--- src/iposi_pkg.sv ---
// Shared types and constants for the IPv4 option rewrite unit.
// No dependencies; used by the front, queue, back and top level files.
package iposi_pkg;

  localparam logic [7:0] OPT_EOL   = 8'd0;
  localparam logic [7:0] OPT_NOP   = 8'd1;
  localparam logic [7:0] OPT_BSO   = 8'd130;
  localparam logic [7:0] OPT_ESO   = 8'd133;
  localparam logic [7:0] OPT_CIPSO = 8'd134;

  localparam logic [1:0] ERR_NONE = 2'd0;
  localparam logic [1:0] ERR_LEN  = 2'd1;
  localparam logic [1:0] ERR_SIZE = 2'd2;

  localparam logic [5:0] CNT_MAX = 6'd63;

  localparam int unsigned QUEUE_DEPTH = 4;
  localparam int unsigned QPTR_W      = 2;

  // One queue entry: a byte to emit, plus trailing pad count and end-of-header info
  typedef struct packed {
    logic [7:0]        data_byte;
    logic [1:0]        pad;
    logic              final_item;
    logic [3:0]        header_words;
    logic signed [6:0] length_change;
    logic [1:0]        error_code;
  } cmd_t;

endpackage

--- src/iposi_front.sv ---
// Front part: accepts option bytes, runs the option parser and the counters,
// and pushes one command per emitting item. Depends on iposi_pkg.
module iposi_front #(
  parameter int unsigned MAX_OPTION_BYTES = 40
) (
  input  logic           clk_i,
  input  logic           rst_ni,
  input  logic           accept_i,
  input  logic           op_i,
  input  logic [7:0]     data_byte_i,
  input  logic           last_i,
  output logic           push_o,
  output iposi_pkg::cmd_t push_cmd_o
);

  localparam logic [7:0] MaxBytes = 8'(MAX_OPTION_BYTES);

  logic [5:0] left_q, left_d;
  logic       await_q, await_d;
  logic       drop_q, drop_d;
  logic       stop_q, stop_d;
  logic [5:0] old_q, old_d;
  logic [5:0] new_q, new_d;
  logic [1:0] err_q, err_d;

  logic [5:0] old_sat, new_sat;
  logic       emit;
  logic       is_sec;
  logic [1:0] err_c;
  logic [1:0] pad;
  logic [6:0] total;
  logic [4:0] words_w;
  logic [7:0] diff;
  logic       final_item;
  logic [3:0] words;
  logic [6:0] change;

  assign old_sat = (old_q == iposi_pkg::CNT_MAX) ? old_q : old_q + 6'd1;
  assign new_sat = (new_q == iposi_pkg::CNT_MAX) ? new_q : new_q + 6'd1;
  assign is_sec  = (data_byte_i == iposi_pkg::OPT_BSO) || (data_byte_i == iposi_pkg::OPT_ESO) ||
                   (data_byte_i == iposi_pkg::OPT_CIPSO);

  always_comb begin
    left_d     = left_q;
    await_d    = await_q;
    drop_d     = drop_q;
    stop_d     = stop_q;
    old_d      = old_q;
    new_d      = new_q;
    err_c      = err_q;
    emit       = 1'b0;
    final_item = 1'b0;
    pad        = 2'd0;
    total      = 7'd0;
    words_w    = 5'd0;
    diff       = 8'd0;
    words      = 4'd0;
    change     = 7'd0;
    if (!op_i) begin
      old_d = old_sat;
      if ({2'b00, old_sat} > MaxBytes && err_c == iposi_pkg::ERR_NONE) err_c = iposi_pkg::ERR_SIZE;
      if (!stop_q) begin
        if (await_q) begin
          await_d = 1'b0;
          if (data_byte_i < 8'd2 || data_byte_i > MaxBytes) begin
            if (err_c == iposi_pkg::ERR_NONE) err_c = iposi_pkg::ERR_LEN;
            stop_d  = 1'b1;
            drop_d  = 1'b0;
            left_d  = 6'd0;
          end else begin
            left_d = data_byte_i[5:0] - 6'd2;
            emit   = !drop_q;
          end
        end else if (left_q != 6'd0) begin
          left_d = left_q - 6'd1;
          emit   = !drop_q;
        end else if (data_byte_i == iposi_pkg::OPT_EOL) begin
          stop_d = 1'b1;
          drop_d = 1'b0;
        end else if (data_byte_i != iposi_pkg::OPT_NOP) begin
          await_d = 1'b1;
          drop_d  = is_sec;
          emit    = !is_sec;
        end
        if (emit) begin
          new_d = new_sat;
          if ({2'b00, new_sat} > MaxBytes && err_c == iposi_pkg::ERR_NONE)
            err_c = iposi_pkg::ERR_SIZE;
        end
        // option left open at the end of the original run
        if (last_i && (await_d || left_d != 6'd0)) begin
          if (err_c == iposi_pkg::ERR_NONE) err_c = iposi_pkg::ERR_LEN;
          stop_d  = 1'b1;
          await_d = 1'b0;
          drop_d  = 1'b0;
          left_d  = 6'd0;
        end
      end
    end else begin
      emit  = 1'b1;
      new_d = new_sat;
      if ({2'b00, new_sat} > MaxBytes && err_c == iposi_pkg::ERR_NONE) err_c = iposi_pkg::ERR_SIZE;
      if (last_i) begin
        if (!stop_q && (await_q || left_q != 6'd0) && err_c == iposi_pkg::ERR_NONE)
          err_c = iposi_pkg::ERR_LEN;
        pad   = 2'(~new_sat[1:0] + 2'd1);
        total = {1'b0, new_sat} + {5'd0, pad};
        if ({1'b0, total} > MaxBytes && err_c == iposi_pkg::ERR_NONE) err_c = iposi_pkg::ERR_SIZE;
        words_w    = 5'd5 + total[6:2];
        words      = (words_w > 5'd15) ? 4'd15 : words_w[3:0];
        diff       = {1'b0, total} - {2'b00, old_q};
        change     = ($signed(diff) > 8'sd63) ? 7'd63 : diff[6:0];
        final_item = 1'b1;
        // header done: back to reset state
        left_d  = 6'd0;
        await_d = 1'b0;
        drop_d  = 1'b0;
        stop_d  = 1'b0;
        old_d   = 6'd0;
        new_d   = 6'd0;
      end
    end
    err_d = final_item ? iposi_pkg::ERR_NONE : err_c;
  end

  always_ff @(posedge clk_i or negedge rst_ni) begin
    if (!rst_ni) begin
      left_q  <= 6'd0;
      await_q <= 1'b0;
      drop_q  <= 1'b0;
      stop_q  <= 1'b0;
      old_q   <= 6'd0;
      new_q   <= 6'd0;
      err_q   <= iposi_pkg::ERR_NONE;
    end else if (accept_i) begin
      left_q  <= left_d;
      await_q <= await_d;
      drop_q  <= drop_d;
      stop_q  <= stop_d;
      old_q   <= old_d;
      new_q   <= new_d;
      err_q   <= err_d;
    end
  end

  assign push_o                   = accept_i && emit;
  assign push_cmd_o.data_byte     = data_byte_i;
  assign push_cmd_o.pad           = pad;
  assign push_cmd_o.final_item    = final_item;
  assign push_cmd_o.header_words  = words;
  assign push_cmd_o.length_change = change;
  assign push_cmd_o.error_code    = final_item ? err_c : iposi_pkg::ERR_NONE;

endmodule

--- src/iposi_queue.sv ---
// Short command queue between the parser front and the output back.
// Depends on iposi_pkg for the entry type and depth.
module iposi_queue (
  input  logic            clk_i,
  input  logic            rst_ni,
  input  logic            push_i,
  input  iposi_pkg::cmd_t push_cmd_i,
  input  logic            pop_i,
  output iposi_pkg::cmd_t head_o,
  output logic            empty_o,
  output logic            full_o
);

  iposi_pkg::cmd_t entries_q [iposi_pkg::QUEUE_DEPTH];

  logic [iposi_pkg::QPTR_W-1:0] wptr_q, rptr_q;
  logic [iposi_pkg::QPTR_W:0]   count_q;

  assign empty_o = (count_q == '0);
  assign full_o  = (count_q == (iposi_pkg::QPTR_W+1)'(iposi_pkg::QUEUE_DEPTH));
  assign head_o  = entries_q[rptr_q];

  always_ff @(posedge clk_i) begin
    if (push_i) entries_q[wptr_q] <= push_cmd_i;
  end

  always_ff @(posedge clk_i or negedge rst_ni) begin
    if (!rst_ni) begin
      wptr_q  <= '0;
      rptr_q  <= '0;
      count_q <= '0;
    end else begin
      if (push_i) wptr_q <= wptr_q + 1'b1;
      if (pop_i) rptr_q <= rptr_q + 1'b1;
      unique case ({push_i, pop_i})
        2'b10:   count_q <= count_q + 1'b1;
        2'b01:   count_q <= count_q - 1'b1;
        default: count_q <= count_q;
      endcase
    end
  end

endmodule

--- src/iposi_back.sv ---
// Back part: expands each queued command into its byte and any EOL padding,
// and holds the result in an output register. Depends on iposi_pkg.
module iposi_back (
  input  logic              clk_i,
  input  logic              rst_ni,
  input  iposi_pkg::cmd_t   head_i,
  input  logic              empty_i,
  output logic              pop_o,
  input  logic              out_stall_i,
  output logic              out_valid_o,
  output logic [7:0]        out_byte_o,
  output logic              end_of_header_o,
  output logic [3:0]        header_words_o,
  output logic signed [6:0] length_change_o,
  output logic [1:0]        error_code_o
);

  logic [1:0] sub_q, sub_d;
  logic       valid_q;
  logic       load;
  logic       last_sub;
  logic       at_end;

  assign load     = !empty_i && (!valid_q || !out_stall_i);
  assign last_sub = (sub_q == head_i.pad);
  assign at_end   = last_sub && head_i.final_item;
  assign pop_o    = load && last_sub;
  assign sub_d    = last_sub ? 2'd0 : sub_q + 2'd1;

  always_ff @(posedge clk_i or negedge rst_ni) begin
    if (!rst_ni) begin
      valid_q <= 1'b0;
      sub_q   <= 2'd0;
    end else begin
      if (load) begin
        valid_q <= 1'b1;
        sub_q   <= sub_d;
      end else if (!out_stall_i) begin
        valid_q <= 1'b0;
      end
    end
  end

  always_ff @(posedge clk_i) begin
    if (load) begin
      // first sub-step carries the item byte, the rest are EOL pad
      out_byte_o      <= (sub_q == 2'd0) ? head_i.data_byte : iposi_pkg::OPT_EOL;
      end_of_header_o <= at_end;
      header_words_o  <= at_end ? head_i.header_words : 4'd0;
      length_change_o <= at_end ? head_i.length_change : 7'sd0;
      error_code_o    <= at_end ? head_i.error_code : iposi_pkg::ERR_NONE;
    end
  end

  assign out_valid_o = valid_q;

endmodule

--- src/ip_option_strip_and_insert_unit.sv ---
// Top level of the IPv4 option rewrite unit: parser front, command queue, output back.
// Depends on iposi_pkg, iposi_front, iposi_queue and iposi_back.
//
//  channel | direction | handshake             | payload
//  --------+-----------+-----------------------+---------------------------------------------
//  in      | to unit   | in_valid_i/in_stall_o | op_i, data_byte_i, last_i
//  out     | from unit | out_valid_o/out_stall_i| out_byte_o, end_of_header_o, header_words_o,
//          |           |                       | length_change_o, error_code_o
//
// One input item is taken per cycle while the 4-entry command queue has room.
// Output runs at one item per cycle while out_stall_i is low and the queue holds a command;
// the closing new-option byte expands to 1 + pad items (up to 4).
// The path from input to output passes the queue write and then the output register.
// Reset clears the parser state, queue pointers and output valid; no clearing pass.
// A stalled output holds its item; the queue keeps taking input until it is full.
module ip_option_strip_and_insert_unit #(
  parameter int unsigned MAX_OPTION_BYTES = 40
) (
  input  logic              clk_i,
  input  logic              rst_ni,
  input  logic              in_valid_i,
  output logic              in_stall_o,
  input  logic              op_i,
  input  logic [7:0]        data_byte_i,
  input  logic              last_i,
  output logic              out_valid_o,
  input  logic              out_stall_i,
  output logic [7:0]        out_byte_o,
  output logic              end_of_header_o,
  output logic [3:0]        header_words_o,
  output logic signed [6:0] length_change_o,
  output logic [1:0]        error_code_o
);

  logic            accept;
  logic            push;
  iposi_pkg::cmd_t push_cmd;
  iposi_pkg::cmd_t head;
  logic            pop;
  logic            empty;
  logic            full;

  assign in_stall_o = full;
  assign accept     = in_valid_i && !full;

  iposi_front #(
    .MAX_OPTION_BYTES(MAX_OPTION_BYTES)
  ) u_front (
    .clk_i      (clk_i),
    .rst_ni     (rst_ni),
    .accept_i   (accept),
    .op_i       (op_i),
    .data_byte_i(data_byte_i),
    .last_i     (last_i),
    .push_o     (push),
    .push_cmd_o (push_cmd)
  );

  iposi_queue u_queue (
    .clk_i     (clk_i),
    .rst_ni    (rst_ni),
    .push_i    (push),
    .push_cmd_i(push_cmd),
    .pop_i     (pop),
    .head_o    (head),
    .empty_o   (empty),
    .full_o    (full)
  );

  iposi_back u_back (
    .clk_i          (clk_i),
    .rst_ni         (rst_ni),
    .head_i         (head),
    .empty_i        (empty),
    .pop_o          (pop),
    .out_stall_i    (out_stall_i),
    .out_valid_o    (out_valid_o),
    .out_byte_o     (out_byte_o),
    .end_of_header_o(end_of_header_o),
    .header_words_o (header_words_o),
    .length_change_o(length_change_o),
    .error_code_o   (error_code_o)
  );

endmodule

--- config.mk ---
export PLATFORM = sky130hd
export DESIGN_NAME = ip_option_strip_and_insert_unit
export DESIGN_NICKNAME = d
export VERILOG_FILES = /design/src/iposi_pkg.sv /design/src/iposi_front.sv /design/src/iposi_queue.sv /design/src/iposi_back.sv /design/src/ip_option_strip_and_insert_unit.sv
export SDC_FILE = /design/constraint.sdc
export NUM_CORES = 1
export LEC_CHECK = 0
export BUFFER_PORTS_ARGS = -buffer_cell sky130_fd_sc_hd__buf_2
export CAP_MARGIN = 30
export CORE_MARGIN = 2
export CORE_UTILIZATION = 50
export DETAILED_ROUTE_END_ITERATION = 8
export PLACE_DENSITY = 0.64
export SLEW_MARGIN = 10
export SYNTH_ARGS = -nofsm -noshare
export SYNTH_HDL_FRONTEND = slang
export SYNTH_SLANG_ARGS = --single-unit
--- constraint.sdc ---
create_clock -name clk_i -period 4.55 [get_ports clk_i]
set_input_delay 0.2275 -clock clk_i [delete_from_list [all_inputs] [get_ports clk_i]]
set_output_delay 0.2275 -clock clk_i [all_outputs]
set_load 0.005 [all_outputs]
==> results.yml <==
cts:
  cts_root_buffer: "clkbuf_16"
  cts_max_level: 4
  cts_tree: "yes"
  clkSlewWorstSetupHoldPaths_ns: 0.07
  cts_buffers: 17
  insertion_delay_ns: 0.43
  clock_path_buffers: 2
  clock_sinks: 151
power_and_ir_drop:
  seqPwrFrac_pct: 36.7
  swShare_pct: 37.0
  total_power_w: 0.00620
  p_sw_w: 0.00230
  pwr-share-clk_pct: 22.2
  p_comb_share_pct: 41.1
  internal_power_w: 0.00390
  max-vdd-ir-drop_uv: 300
  p_leak_nw: 3.23
  p_per_area_nw_per_um2: 739
placement:
  portBuffers: 37
  dp.cells: 785
  place_congestion: 0.869
  dp_hpwl_um: 9700
min_path:
  hp-start: "out_stall_i"
  min_path_type: "input pin to flip-flop"
  hold-path-endpoint: "u_back.out_valid_o"
  holdPathStages: 3
status:
  status: "finished clean"
worst_setup_path:
  crit_top_cell: "ha_1"
  reg2reg_to: "u_queue.entries_q[0][4]"
  slowest_delay_ns: 0.51
  required_ns: 4.77
  reg2reg_from: "u_front.new_q[0]"
  cpMaxStageDelayCell: "dfrtp_1"
  end_kind: "flip-flop"
  cp_cell_sequence: "ha_1, nand3_1, or2_2, o21ai_0, ha_1, xnor2_1, ha_1, a21o_1, a21oi_1, o2111ai_1, mux2i_2, nor2_1, nor2_1"
  crit_family: "adder cells"
  worst-path-max-fanout: 10
  path_buf_inv: 0
  rrSetupSlack_ns: 0.41
  startpoint_type: "flip-flop"
  cp.arrival_ns: 4.36
  reg2reg_depth: 13
  crit_type: "flip-flop to flip-flop"
finish:
  nets: 657
  post-route-util_pct: 57.7
  fillers: 1210
  synthToLayoutAreaGrowth_pct: 12.9
  final_cells: 818
  final_cell_mix: "118 x edfxtp_1, 37 x nand2_1, 37 x buf_2, 35 x nor2_1, 34 x inv_1"
  layout_commonest_cell: "edfxtp_1"
  drive_gt1_share_pct: 18.6
  diodes: 0
floorplan:
  die_h_um: 126
  start_util_pct: 51.1
  pin_count: 38
  num_rows: 44
  die_w_um: 126
  core-area_sq_um: 14500
  die_area_sq_um: 15800
sta:
  hold_viol_final: 0
  fin_setup_tns_ns: 0
  period_share_pct: 90.9
  finalCriticalPeriod_ns: 4.14
  finalSetupViolCount: 0
  skew_ns: 0.00850
  rsz0062_at_grt: "false"
  fmax_mhz: 242
  slew_violations: 0
  tightest_slew_ns: 0.795
  relSlewSlack_pct: 47.0
global_route:
  grt_pass1_wl_um: 24100
  grt-ovfl-total: 0
  grt_pass1_vias: 4660
  grt_usage_pct: 19.7
  grt_max_degree: 34
  antenna_found_initial: 0
synthesis:
  seq_area_frac_synth_pct: 58.8
  synthCells: 582
  syn_nets: 618
  synth_enable_flop_cells: 118
  synth_warnings: 0
  async_flop_share_pct: 21.9
  syn-cell-area_sq_um: 7420
  synthFlopType: "edfxtp_1"
  synth.ff_latch_count: 151
  yosysUniqueCellTypes: 69
  avgSynthCellArea_sq_um: 12.8
routing:
  vias: 4679
  drt-vias-per-instance: 5.72
  wl_um: 14700
  drt_pass1_iterations: 5
  ant_nets: 0
  avgRoutedWirePerCell_um: 18.0
  route.detailed.drc: 0
  drt-initial-drc-count: 345
flow_run:
  timing.max_cap.violations: 0
-- worst max-delay path by stage --
stage | startpoint | to | slack, ns | cells after the start
after floorplan | u_front.new_q[1] | u_queue.entries_q[0][7] | 0.84 | 16
after global placement | u_front.new_q[0] | u_queue.entries_q[0][4] | 0.51 | 13
after detailed placement | u_front.new_q[0] | u_queue.entries_q[3][4] | 0.36 | 13
after CTS | u_front.new_q[0] | u_queue.entries_q[0][4] | 0.34 | 13
after global routing | u_front.new_q[0] | u_queue.entries_q[0][4] | 0.02 | 13
final | u_front.new_q[0] | u_queue.entries_q[0][4] | 0.41 | 13
-- cell families after synthesis --
kind of cell             synth area share [%]
buffers and inverters                    3.45
other                                  0.0505
flip-flops                               58.8
AO/OA/AOI/OAI                            9.56
XOR/XNOR                                 3.07
adder cells (fa/ha/maj)                  3.81
multiplexers                             8.17
AND/OR/NAND/NOR                          13.0
-- what timing repair did --
action                                 in CTS  in global routing
resized for setup                           0                  1
setup endpoints to repair                   0                 12
setup buffers                               0                  0
hold buffers                                1                  0
endpoints found under the hold margin      33                  0
-- routing by layer --
layer	wire length, um	GRT usage [%]
met1	6790	26.1
met3	538	3.91
met2	7200	32.4
met4	179	7.69
met5	0	0
-- final cells by class --
| class | instances | area, sq um | share of cell area, % |
|---|---|---|---|
| clock buffers | 17 | 425 | 5.07 |
| clock inverters | 15 | 156 | 1.87 |
| inverters | 34 | 128 | 1.52 |
| multi-input cells | 369 | 2810 | 33.5 |
| flip-flops and latches | 151 | 4370 | 52.1 |
| well taps | 184 | 230 | 2.75 |
| repair buffers | 48 | 270 | 3.22 |
-- per-stage QoR --
stage                     hold slack, ns  setup slack, ns  area, sq um
after global routing              0.0326           0.0204         8390
after detailed placement           0.359            0.364         7790
final                             0.0332            0.412         8390
after global placement             0.362            0.514         7790
after CTS                         0.0145            0.344         8380
after floorplan                  -0.0681            0.845         7420
-- flip-flops by register name, summed over array words and instances, names as in the netlist, 3 cells and up --
name                    flops
u_queue.entries_q          96
u_back.out_byte_o           8
u_back.length_change_o      7
u_front.left_q              6
u_front.new_q               6
u_front.old_q               6
u_back.header_words_o       4
u_queue.count_q             3
-- worst register-to-register path: stages, from the launching register on --
cell,delay (ns)
dfrtp_1,0.51
ha_1,0.36
nand3_1,0.15
or2_2,0.36
o21ai_0,0.34
ha_1,0.36
xnor2_1,0.25
ha_1,0.33
a21o_1,0.19
a21oi_1,0.25
o2111ai_1,0.20
mux2i_2,0.33
nor2_1,0.09
nor2_1,0.22
-- synth_stat cells (2+ instances only) --
master    count  area [sq um]
clkbuf_1     16          60.1
o22ai_1       7          43.8
buf_6         2          22.5
xor2_1       11          96.3
nor2b_1       4          25.0
and2_1       16           100
or3_1         4          25.0
edfxtp_1    118          3540
a21oi_1      28           140
nor3_1       21           105
nand2_1      37           139
buf_2         6          30.0
a41oi_1       2          17.5
nand2b_1     13          81.3
mux4_2       24           541
mux2i_1       3          30.0
or2_2         2          12.5
xnor2_1      15           131
mux2_2        2          22.5
o21a_1        4          30.0
buf_1         3          11.3
o21bai_1      3          22.5
nor2_1       35           131
inv_1        34           128
and3_1       21           131
a31oi_1       5          31.3
nand3_1      13          65.1
nor3b_1       2          15.0
o21ai_0      22           110
a22o_1        4          35.0
a21o_1        6          45.0
o31ai_1       7          52.6
nor4b_1       2          17.5
nor4_1        3          18.8
ha_1         21           263
dfrtp_1      33           826
-- power by group through the flow --
stage / logic (W) / clock network [W] / registers, W
4_1_cts: 0.00255 / 0.00141 / 0.00228
5_1_grt: 0.00283 / 0.00146 / 0.00233
2_1_floorplan: 0.00195 / 0 / 0.00219
3_5_place_dp: 0.00254 / 0 / 0.00230
3_3_place_gp: 0.00249 / 0 / 0.00228
6_report: 0.00255 / 0.00138 / 0.00227
No activity file was read; power rests on OpenSTA's default activity.
